===== src/sv/i2cps_pkg.sv =====
// i2cps_pkg: command and step payload types, command codes and constants
// for the I2C master pin sequencer. No dependencies.
`timescale 1ns / 1ps

package i2cps_pkg;

    // command codes
    localparam logic [2:0] KIND_START  = 3'd0;
    localparam logic [2:0] KIND_STOP   = 3'd1;
    localparam logic [2:0] KIND_BRESET = 3'd2;
    localparam logic [2:0] KIND_WRITE  = 3'd3;
    localparam logic [2:0] KIND_READ   = 3'd4;
    localparam logic [2:0] KIND_ADDR7  = 3'd5;
    localparam logic [2:0] KIND_ADDR10 = 3'd6;

    // pin codes
    localparam logic PIN_SCL = 1'b0;
    localparam logic PIN_SDA = 1'b1;

    // 10-bit address first byte prefix
    localparam logic [7:0] ADDR10_PREFIX = 8'hF0;

    // step counter layout within one byte transfer
    localparam int         BITS_PER_BYTE = 8;
    localparam logic [4:0] BYTE_BITS_END = 5'(3 * BITS_PER_BYTE); // first ack-slot step
    localparam logic [4:0] BYTE_LAST     = 5'(3 * BITS_PER_BYTE + 3);
    localparam logic [4:0] SHORT_LAST    = 5'd3;   // start, stop
    localparam logic [4:0] LONG_LAST     = 5'd19;  // bus reset, read
    localparam logic [4:0] PULSE_END     = 5'(2 * BITS_PER_BYTE); // reset pulses done
    localparam logic [4:0] READ_ACK_STEP = 5'(2 * BITS_PER_BYTE + 1);

    typedef struct packed {
        logic [2:0] kind;
        logic [7:0] data_byte;
        logic [1:0] addr_high_bits;
        logic       read_flag;
        logic       nack_after_read;
        logic [7:0] sda_read_bits;
        logic [1:0] sda_ack_bits;
    } cmd_t;

    typedef struct packed {
        logic       pin_select;
        logic       pin_level;
        logic [7:0] read_byte;
        logic       ack_status;
        logic       last_step;
    } step_t;

    // sequencer state handed to the step decoder
    typedef struct packed {
        logic [2:0] kind;
        logic [4:0] cnt;
        logic       byte_idx;
        logic       nack;
        logic [7:0] sread;
        logic [1:0] sack;
    } seq_t;

endpackage


===== src/sv/i2c_master_pin_sequencer_core.sv =====
// i2c_master_pin_sequencer_core: top level of the I2C master pin sequencer.
// Depends on i2cps_pkg and i2cps_step.
`timescale 1ns / 1ps

// Channel  Dir  Handshake            Payload
// cmd      in   cmd_valid/cmd_ready  i2cps_pkg::cmd_t, one bus command
// step     out  step_valid/step_ready i2cps_pkg::step_t, one pin change
//
// One command yields one pin change per cycle while the step side takes them:
// 4 steps for start/stop, 20 for bus reset/read, 28 for write and addr7,
// 28 or 56 for addr10 (the step counter and byte shifter set this); the steps
// follow the cycle in which the command transfer is taken.
// cmd_ready is high only while no command is in progress; reset leaves the
// block idle with no step pending. A stall on step_ready freezes the
// sequencer with the pending step held in the output register.

module i2c_master_pin_sequencer_core
(
    input  logic              clk,
    input  logic              rst_n,
    input  logic              cmd_valid,
    output logic              cmd_ready,
    input  i2cps_pkg::cmd_t   cmd,
    output logic              step_valid,
    input  logic              step_ready,
    output i2cps_pkg::step_t  step
);

    typedef enum logic [1:0]
    {
        ST_IDLE = 2'b01,
        ST_RUN  = 2'b10
    } state_t;

    state_t             state_reg, state_next;
    logic [2:0]         kind_reg;
    logic [4:0]         cnt_reg, cnt_next;
    logic [1:0]         ph_reg, ph_next;      // phase within one data bit
    logic [7:0]         shift_reg, shift_next;
    logic               byte_idx_reg, byte_idx_next;
    logic [7:0]         low_byte_reg;         // second byte of a 10-bit address
    logic               nack_reg;
    logic [7:0]         sread_reg;
    logic [1:0]         sack_reg;
    logic               out_valid_reg;
    i2cps_pkg::step_t   out_reg;

    i2cps_pkg::seq_t    seq;
    i2cps_pkg::step_t   dec_step;
    i2cps_pkg::step_t   cur_step;
    logic               byte_done;
    logic               advance;
    logic               cmd_fire;
    logic               in_bits;
    logic [7:0]         first_byte;

    assign cmd_ready  = (state_reg == ST_IDLE);
    assign cmd_fire   = cmd_valid && cmd_ready;
    assign step_valid = out_valid_reg;
    assign step       = out_reg;
    // a new step is produced whenever the output slot is free or being emptied
    assign advance    = (state_reg == ST_RUN) && (!out_valid_reg || step_ready);

    assign seq.kind      = kind_reg;
    assign seq.cnt       = cnt_reg;
    assign seq.byte_idx  = byte_idx_reg;
    assign seq.nack      = nack_reg;
    assign seq.sread     = sread_reg;
    assign seq.sack      = sack_reg;

    i2cps_step u_step
    (
        .st        (seq),
        .step      (dec_step),
        .byte_done (byte_done)
    );

    // data-bit part of a byte transfer: SCL low, SDA = bit, SCL high
    assign in_bits = (kind_reg == i2cps_pkg::KIND_WRITE || kind_reg == i2cps_pkg::KIND_ADDR7 ||
                      kind_reg == i2cps_pkg::KIND_ADDR10) &&
                     (cnt_reg < i2cps_pkg::BYTE_BITS_END);

    always_comb
    begin
        cur_step = dec_step;
        if (in_bits)
        begin
            case (ph_reg)
                2'd1:
                begin
                    cur_step.pin_select = i2cps_pkg::PIN_SDA;
                    cur_step.pin_level  = shift_reg[7];
                end
                2'd2:
                begin
                    cur_step.pin_select = i2cps_pkg::PIN_SCL;
                    cur_step.pin_level  = 1'b1;
                end
                default:
                begin
                    cur_step.pin_select = i2cps_pkg::PIN_SCL;
                    cur_step.pin_level  = 1'b0;
                end
            endcase
        end
    end

    // byte loaded into the shifter when a command is taken
    always_comb
    begin
        case (cmd.kind)
            i2cps_pkg::KIND_ADDR7:
                first_byte = {cmd.data_byte[6:0], cmd.read_flag};
            i2cps_pkg::KIND_ADDR10:
                first_byte = i2cps_pkg::ADDR10_PREFIX |
                             {5'b00000, cmd.addr_high_bits, cmd.read_flag};
            default:
                first_byte = cmd.data_byte;
        endcase
    end

    always_comb
    begin
        state_next    = state_reg;
        cnt_next      = cnt_reg;
        ph_next       = ph_reg;
        shift_next    = shift_reg;
        byte_idx_next = byte_idx_reg;
        unique case (state_reg)
            ST_IDLE:
            begin
                if (cmd_fire)
                begin
                    cnt_next      = '0;
                    ph_next       = '0;
                    shift_next    = first_byte;
                    byte_idx_next = 1'b0;
                    // the undefined code produces no steps
                    if (cmd.kind <= i2cps_pkg::KIND_ADDR10)
                        state_next = ST_RUN;
                end
            end
            ST_RUN:
            begin
                if (advance)
                begin
                    if (cur_step.last_step)
                        state_next = ST_IDLE;
                    else if (byte_done)
                    begin
                        // first 10-bit address byte acknowledged: send low byte
                        cnt_next      = '0;
                        ph_next       = '0;
                        shift_next    = low_byte_reg;
                        byte_idx_next = 1'b1;
                    end
                    else
                    begin
                        cnt_next = cnt_reg + 5'd1;
                        if (in_bits)
                        begin
                            if (ph_reg == 2'd2)
                            begin
                                ph_next    = '0;
                                shift_next = {shift_reg[6:0], 1'b0};
                            end
                            else
                                ph_next = ph_reg + 2'd1;
                        end
                    end
                end
            end
            default:
                state_next = ST_IDLE;
        endcase
    end

    always_ff @(posedge clk or negedge rst_n)
    begin
        if (!rst_n)
        begin
            state_reg     <= ST_IDLE;
            out_valid_reg <= 1'b0;
        end
        else
        begin
            state_reg <= state_next;
            if (advance)
                out_valid_reg <= 1'b1;
            else if (step_ready)
                out_valid_reg <= 1'b0;
        end
    end

    always_ff @(posedge clk)
    begin
        cnt_reg      <= cnt_next;
        ph_reg       <= ph_next;
        shift_reg    <= shift_next;
        byte_idx_reg <= byte_idx_next;
        if (advance)
            out_reg <= cur_step;
        if (cmd_fire)
        begin
            kind_reg     <= cmd.kind;
            low_byte_reg <= cmd.data_byte;
            nack_reg     <= cmd.nack_after_read;
            sread_reg    <= cmd.sda_read_bits;
            sack_reg     <= cmd.sda_ack_bits;
        end
    end

endmodule


===== src/sv/i2cps_step.sv =====
// i2cps_step: decodes the sequencer position into one pin change.
// Depends on i2cps_pkg.
`timescale 1ns / 1ps

module i2cps_step
(
    input  i2cps_pkg::seq_t  st,
    output i2cps_pkg::step_t step,
    output logic             byte_done
);

    logic is_byte_out;
    logic byte_ack;
    logic [4:0] stop_idx;

    always_comb
    begin
        step        = '0;
        byte_done   = 1'b0;
        is_byte_out = 1'b0;
        byte_ack    = st.byte_idx ? st.sack[1] : st.sack[0];
        stop_idx    = st.cnt - i2cps_pkg::PULSE_END;
        case (st.kind)
            i2cps_pkg::KIND_WRITE, i2cps_pkg::KIND_ADDR7, i2cps_pkg::KIND_ADDR10:
                is_byte_out = 1'b1;
            default:
                is_byte_out = 1'b0;
        endcase

        unique case (st.kind)
            i2cps_pkg::KIND_START:
            begin
                step.pin_select = st.cnt[1] ^ st.cnt[0];
                step.pin_level  = ~st.cnt[1];
                step.last_step  = (st.cnt == i2cps_pkg::SHORT_LAST);
            end
            i2cps_pkg::KIND_STOP:
            begin
                step.pin_select = st.cnt[0];
                step.pin_level  = st.cnt[1];
                step.last_step  = (st.cnt == i2cps_pkg::SHORT_LAST);
            end
            i2cps_pkg::KIND_BRESET:
            begin
                if (st.cnt < i2cps_pkg::PULSE_END)
                begin
                    step.pin_select = i2cps_pkg::PIN_SCL;
                    step.pin_level  = st.cnt[0];
                end
                else
                begin
                    step.pin_select = stop_idx[0];
                    step.pin_level  = stop_idx[1];
                end
                step.last_step = (st.cnt == i2cps_pkg::LONG_LAST);
            end
            i2cps_pkg::KIND_READ:
            begin
                if (st.cnt == 5'd0)
                begin
                    step.pin_select = i2cps_pkg::PIN_SDA;
                    step.pin_level  = 1'b1;
                end
                else if (st.cnt <= i2cps_pkg::PULSE_END)
                begin
                    step.pin_select = i2cps_pkg::PIN_SCL;
                    step.pin_level  = st.cnt[0];
                end
                else if (st.cnt == i2cps_pkg::READ_ACK_STEP)
                begin
                    step.pin_select = i2cps_pkg::PIN_SDA;
                    step.pin_level  = st.nack;
                end
                else
                begin
                    step.pin_select = i2cps_pkg::PIN_SCL;
                    step.pin_level  = ~st.cnt[0];
                end
                step.last_step = (st.cnt == i2cps_pkg::LONG_LAST);
                if (step.last_step)
                    step.read_byte = st.sread;
            end
            i2cps_pkg::KIND_WRITE, i2cps_pkg::KIND_ADDR7, i2cps_pkg::KIND_ADDR10:
            begin
                // data bits come from the top level's bit phase; ack slot below
                step.pin_select = i2cps_pkg::PIN_SCL;
            end
            default:
            begin
                step = '0;
            end
        endcase

        // byte transfer: ack slot and end of byte
        if (is_byte_out)
        begin
            if (st.cnt >= i2cps_pkg::BYTE_BITS_END)
            begin
                unique case (st.cnt - i2cps_pkg::BYTE_BITS_END)
                    5'd0:
                    begin
                        step.pin_select = i2cps_pkg::PIN_SCL;
                        step.pin_level  = 1'b0;
                    end
                    5'd1:
                    begin
                        step.pin_select = i2cps_pkg::PIN_SDA;
                        step.pin_level  = 1'b1;
                    end
                    5'd2:
                    begin
                        step.pin_select = i2cps_pkg::PIN_SCL;
                        step.pin_level  = 1'b1;
                    end
                    default:
                    begin
                        step.pin_select = i2cps_pkg::PIN_SCL;
                        step.pin_level  = 1'b0;
                    end
                endcase
            end
            if (st.cnt == i2cps_pkg::BYTE_LAST)
            begin
                if (st.kind == i2cps_pkg::KIND_ADDR10 && !st.byte_idx && !byte_ack)
                    byte_done = 1'b1;
                else
                begin
                    step.last_step  = 1'b1;
                    step.ack_status = byte_ack;
                end
            end
        end
    end

endmodule


===== config.mk =====
export PLATFORM = sky130hd
export DESIGN_NAME = i2c_master_pin_sequencer_core
export DESIGN_NICKNAME = d
export VERILOG_FILES = /design/src/sv/i2cps_pkg.sv /design/src/sv/i2c_master_pin_sequencer_core.sv /design/src/sv/i2cps_step.sv
export SDC_FILE = /design/constraint.sdc
export NUM_CORES = 1
export LEC_CHECK = 0
export BUFFER_PORTS_ARGS = -buffer_cell sky130_fd_sc_hd__buf_4
export CAP_MARGIN = 10
export CORE_MARGIN = 2
export CORE_UTILIZATION = 41
export DETAILED_ROUTE_END_ITERATION = 7
export GPL_TIMING_DRIVEN = 0
export PLACE_DENSITY_LB_ADDON = 0.05
export SKIP_LAST_GASP = 1
export SYNTH_ARGS = -nofsm -noshare
export SYNTH_HDL_FRONTEND = slang
export SYNTH_SLANG_ARGS = --single-unit
export TNS_END_PERCENT = 50

===== constraint.sdc =====
create_clock -name clk -period 3.1 [get_ports clk]
set_clock_uncertainty 0.1 [all_clocks]
set_input_delay 0.31 -clock clk [delete_from_list [all_inputs] [get_ports clk]]
set_output_delay 0.31 -clock clk [all_outputs]
set_load 0.005 [all_outputs]

# == After elaboration in Yosys (flattened, before gate mapping) ==
# Cells that the tools add are included.
# totals
ff_bits,53
inputBits,29
out_inout_bits,14
wordCells,133
# op_classes
addsub,4
magnitude_cmp,5
n_eq_ne,26
muxes,52
bitwise_logic,5
reduce_logical,25
# ops
op,n
$mux W8,6
$mux W2,17
$pmux W8 S2,2
$mux W5,4
$pmux W2 S2,4
$eq A3 B3 Y1 const B,5
$eq A5 B5 Y1 const B,3
$mux W1,14
$eq A5 B2 Y1 const B,2
$lt A5 B5 Y1 const B,2
$pmux W5 S2,1
$reduce_and A5 Y1,2
$ne A2 B2 Y1 const B,4
$pmux W1 S4,2
$reduce_and A4 Y1,2
$eq A3 B2 Y1 const B,2
$reduce_and A6 Y1,1
$reduce_or A3 Y1,2
$add A5 B1 Y5 const B,1
$eq A5 B1 Y1 const B,1
$ge A5 B5 Y1 const B,1
$le A5 B5 Y1 const B,1
$logic_and A1 B1 Y1,5
$logic_not A5 Y1,1
other kinds (19),32

# == Depth between registers and ports, before layout ==
# depth
ltp_word,10
ltp_mapped,8
mapped_depth_nobuf,7

# == By module ==
# From an unflattened synthesis, not the netlist that was laid out.
# unflattened
hier_cells,223
hier_area_um2,2735.1
# modules_own_cells
mod,n_inst,cells_each,area_per_inst_um2,seq_area_each_um2
i2c_master_pin_sequencer_core,1,159,2301.0,1577.8
i2cps_step,1,64,434.2,0.0

# == Worst setup path before layout ==
# OpenSTA, ideal clock, no wires.
# synth_path
path_kind,register to register
from,reg cnt_reg[1]
to,"reg shift_reg[0], enable pin"
setup_ns,0.370
t_arrival_ns,1.758
t_required_ns,2.630
setup_slack_ns,0.872
stages_incl_launch_ff,7
cell_sequence,edfxtp_1 ha_1 nand4b_1 a211o_1 o21ai_2 nor2_1 nor3_2
# synth_via
elab_chain_cells,7
# synth_lines
item,line,source
start: declaration,i2c_master_pin_sequencer_core.sv:37,"logic [4:0] cnt_reg, cnt_next;"
start signal: assignment,i2c_master_pin_sequencer_core.sv:197,cnt_reg <= cnt_next;
$eq A5 B5 Y1 or $eq A5 B2 Y1 (tied branches),-,
$pmux W1 S2,i2cps_step.sv:30,unique case (st.kind)
$mux W1,i2cps_step.sv:124,if (st.kind == i2cps_pkg::KIND_ADDR10 && !st.byte_idx && !byte_ack)
$mux W1,i2cps_step.sv:122,if (st.cnt == i2cps_pkg::BYTE_LAST)
$mux W1,i2cps_step.sv:95,if (is_byte_out)
$ne A2 B2 Y1 (no line),-,
$reduce_and A6 Y1 (no line) (*),-,
end signal: assignment,i2c_master_pin_sequencer_core.sv:199,shift_reg <= shift_next;
end: declaration,i2c_master_pin_sequencer_core.sv:39,"logic [7:0] shift_reg, shift_next;"
# Every way passes the cells marked *; elsewhere a longest branch is shown, timed or not.
# A chain may end at the register's enable or synchronous reset.

# == Worst setup path after layout ==
# layout_path
from,reg cnt_reg[1]
to,"reg shift_reg[2], enable pin"
# The elaborated chain is that of the path after synthesis.

==> results.sh <==
export IMPL_placed_area_um2=3090
export IMPL_grt_pass1_wl_um=8420
export IMPL_firstDrtPassIters=4
export IMPL_finalPower_uw=2340
export IMPL_hold_violations=0
export IMPL_antenna_found_initial=0
export IMPL_drv_cap=0
export IMPL_clk_latency_ns=0.31
export IMPL_yosys_warnings=0
export IMPL_netlist_instances=226
export IMPL_required_ns=2.95
export IMPL_syn_area_per_cell_um2=11.8
export IMPL_antennaDiodeCount=0
export IMPL_first_iter_violations=83
export IMPL_core_area_um2=6310
export IMPL_fin_tns_setup_ns=0
export IMPL_syn_area_um2=2680
export IMPL_ant_nets=0
export IMPL_rows=29
export IMPL_relSlewSlack_pct=36.3
export IMPL_drive_gt1_share_pct=21.7
export IMPL_fp_dieW_um=84.8
export IMPL_ys_seq_area_share_pct=59.0
export IMPL_fillers=603
export IMPL_dieArea_um2=7190
export IMPL_clk_pin_slew_ns=0.11
export IMPL_fp_dieH_um=84.8
export IMPL_yosysUniqueCellTypes=47
export IMPL_multi_input_area_um2=1010
export IMPL_p_leak_uw=0.00124
export IMPL_status="completed"
export IMPL_areaGrowthSynthToFinish_pct=19.6
export IMPL_endpoint_kind="flip-flop"
export IMPL_dp_cells=345
export IMPL_ys_ff_latch=53
export IMPL_max_clock_freq_ghz=0.360
export IMPL_cp_slowest_stage_delay_ns=0.53
export IMPL_ir_worst_vdd_mv=0.292
export IMPL_powerDensity_nw_per_um2=731
export IMPL_drc_errors=0
export IMPL_final_nets=313
export IMPL_hp_class="in2reg"
export IMPL_clock_path_buffers=2
export IMPL_arrival_ns=2.63
export IMPL_via_count=1882
export IMPL_post_layout_nonfiller_instances=354
export IMPL_cts_buffers=5
export IMPL_slowest_stage="nor3_2"
export IMPL_startpoint_type="flip-flop"
export IMPL_grt_pass1_vias=1722
export IMPL_final_min_clock_period_ns=2.78
export IMPL_seq_area_um2=1580
export IMPL_largest_reg_flops=12
export IMPL_layout_commonest_cell="edfxtp_1"
export IMPL_place_gp_congestion=0.810
export IMPL_cts_tree="built"
export IMPL_grt_max_degree=23
export IMPL_start_util_pct=42.4
export IMPL_ios=43
export IMPL_wl_per_cell_um=15.0
export IMPL_setup_viol=0
export IMPL_grt_ovfl_total=0
export IMPL_final_cell_mix="edfxtp_1, buf_4, nand2_1, a21oi_1, nor2_1"
export IMPL_via_per_inst=5.32
export IMPL_grt_usage_pct=15.0
export IMPL_worst_pin_slew_ns=0.954
export IMPL_worstPathCellList="ha_1 -> nand4b_1 -> a211o_1 -> o21ai_2 -> nor2_1 -> nor3_2"
export IMPL_wl_um=5290
export IMPL_dp_hpwl_um=3850
export IMPL_final_cell_area_um2=3200
export IMPL_clock_sinks=53
export IMPL_htreeDepth=2
export IMPL_rsz0062_at_grt="no"
export IMPL_path_class="reg2reg"
export IMPL_clock_root_buffer="clkbuf_8"
export IMPL_port_buffers=42
export IMPL_syn_nets=263
export IMPL_period_share_pct=89.7
export IMPL_slew_viol_final=0
export IMPL_post_cts_buffers=0
export IMPL_path_max_fanout=8
[cells by family (layout without fill, tap and decap cells)]
logic type | Yosys count | after routing | synth area share [%]
DFF | 53 | 53 | 59.0
muxes | 9 | 9 | 3.37
AOI/OAI and AO/OA | 58 | 58 | 14.2
xor gates and xnor gates | 5 | 5 | 1.64
buffers and inverters | 20 | 71 | 3.18
and+or+nand+nor | 73 | 73 | 14.9
adders and majority gates | 8 | 8 | 3.74
[path summary, 6_finish.rpt]
path | start | end | slack [ns] | depth (start not counted)
worst max-delay path | cnt_reg[1] | shift_reg[2] | 0.32 | 6
worst min-delay path | cmd[10] | nack_reg | 0.06 | 1
worst max register to register | cnt_reg[1] | shift_reg[2] | 0.32 | 6
worst min register to register | sread_reg[0] | step[2] | 0.42 | 1
max in group asynchronous | rst_n | state_reg[0] | 2.49 | 2
min in group asynchronous | rst_n | step_valid | 0.23 | 2
[cell type report]
class	count	area share, %
plain buffers	10	1.49
well taps	77	3.01
clock inverters	3	1.06
clock buffers	5	2.15
multi-input cells	153	31.6
repair buffers	43	10.2
inverters	10	1.17
flip-flops and latches	53	49.3
[stage by stage]
stage,hold slack [ns],util [%],setup WS [ns]
after global routing,0.0471,50.7,0.104
after CTS,0.0561,50.7,0.251
after detailed placement,0.00397,48.9,0.287
after global placement,0.00170,48.9,0.293
after floorplan,-0.0856,-,0.872
final,0.0626,50.7,0.318
[worst max-delay path: cells and delay by family, from the launching register on]
family                     cells  cell delay (ns)
adders and majority gates      1             0.35
AOI/OAI and AO/OA              2             0.66
and+or+nand+nor                3             0.85
DFF                            1             0.45
[per-layer routing]
| metal | track usage, % | part of all wire [%] |
|---|---|---|
| met5 | 0 | 0 |
| met4 | 5.34 | 1.2 |
| met3 | 2.75 | 3.7 |
| met2 | 25.6 | 51 |
| met1 | 19.2 | 45 |
[timing repair]
| action | CTS | global route |
|---|---|---|
| resized for setup | 0 | 0 |
| hold endpoints to repair | 3 | 0 |
| hold buffers | 1 | 0 |
[power breakdown]
group | switching, µW | total (µW) | internal, µW
Sequential | 88.7 | 1150 | 1060
Clock | 255 | 423 | 169
Combinational | 468 | 768 | 300
Total | 811 | 2340 | 1530
[synth_stat cells (all sizes together)]
cell      n  area (µm²)
edfxtp   50        1500
nand2    16        60.1
a21oi    15        75.1
nor2     13        48.8
o21ai    10        53.8
and2      9        56.3
inv       9        33.8
mux2i     9        90.1
ha        8         100
nor2b     8        50.1
nor3      7        45.0
clkbuf    6        22.5
o211ai    6        45.0
o22ai     6        37.5
a211oi    5        42.5
nand2b    5        31.3
buf       4        25.0
nand3     4        20.0
a22oi     3        22.5
a31oi     3        18.8
and3      3        18.8
xor2      3        26.3
a311oi    2        17.5
dfrtp     2        50.1
nand4bb   2        22.5
xnor2     2        17.5
a211o     1        8.76
a21o      1        7.51
a32o      1        10.0
a41oi     1        8.76
clkinv    1        3.75
dfstp     1        26.3
nand3b    1        7.51
nand4b    1        8.76
nor3b     1        7.51
nor4      1        6.26
o21a      1        7.51
o221ai    1        8.76
o311ai    1        8.76
o31ai     1        7.51
or3       1        6.26
or3b      1        8.76
No activity file was read; power rests on OpenSTA's default activity.
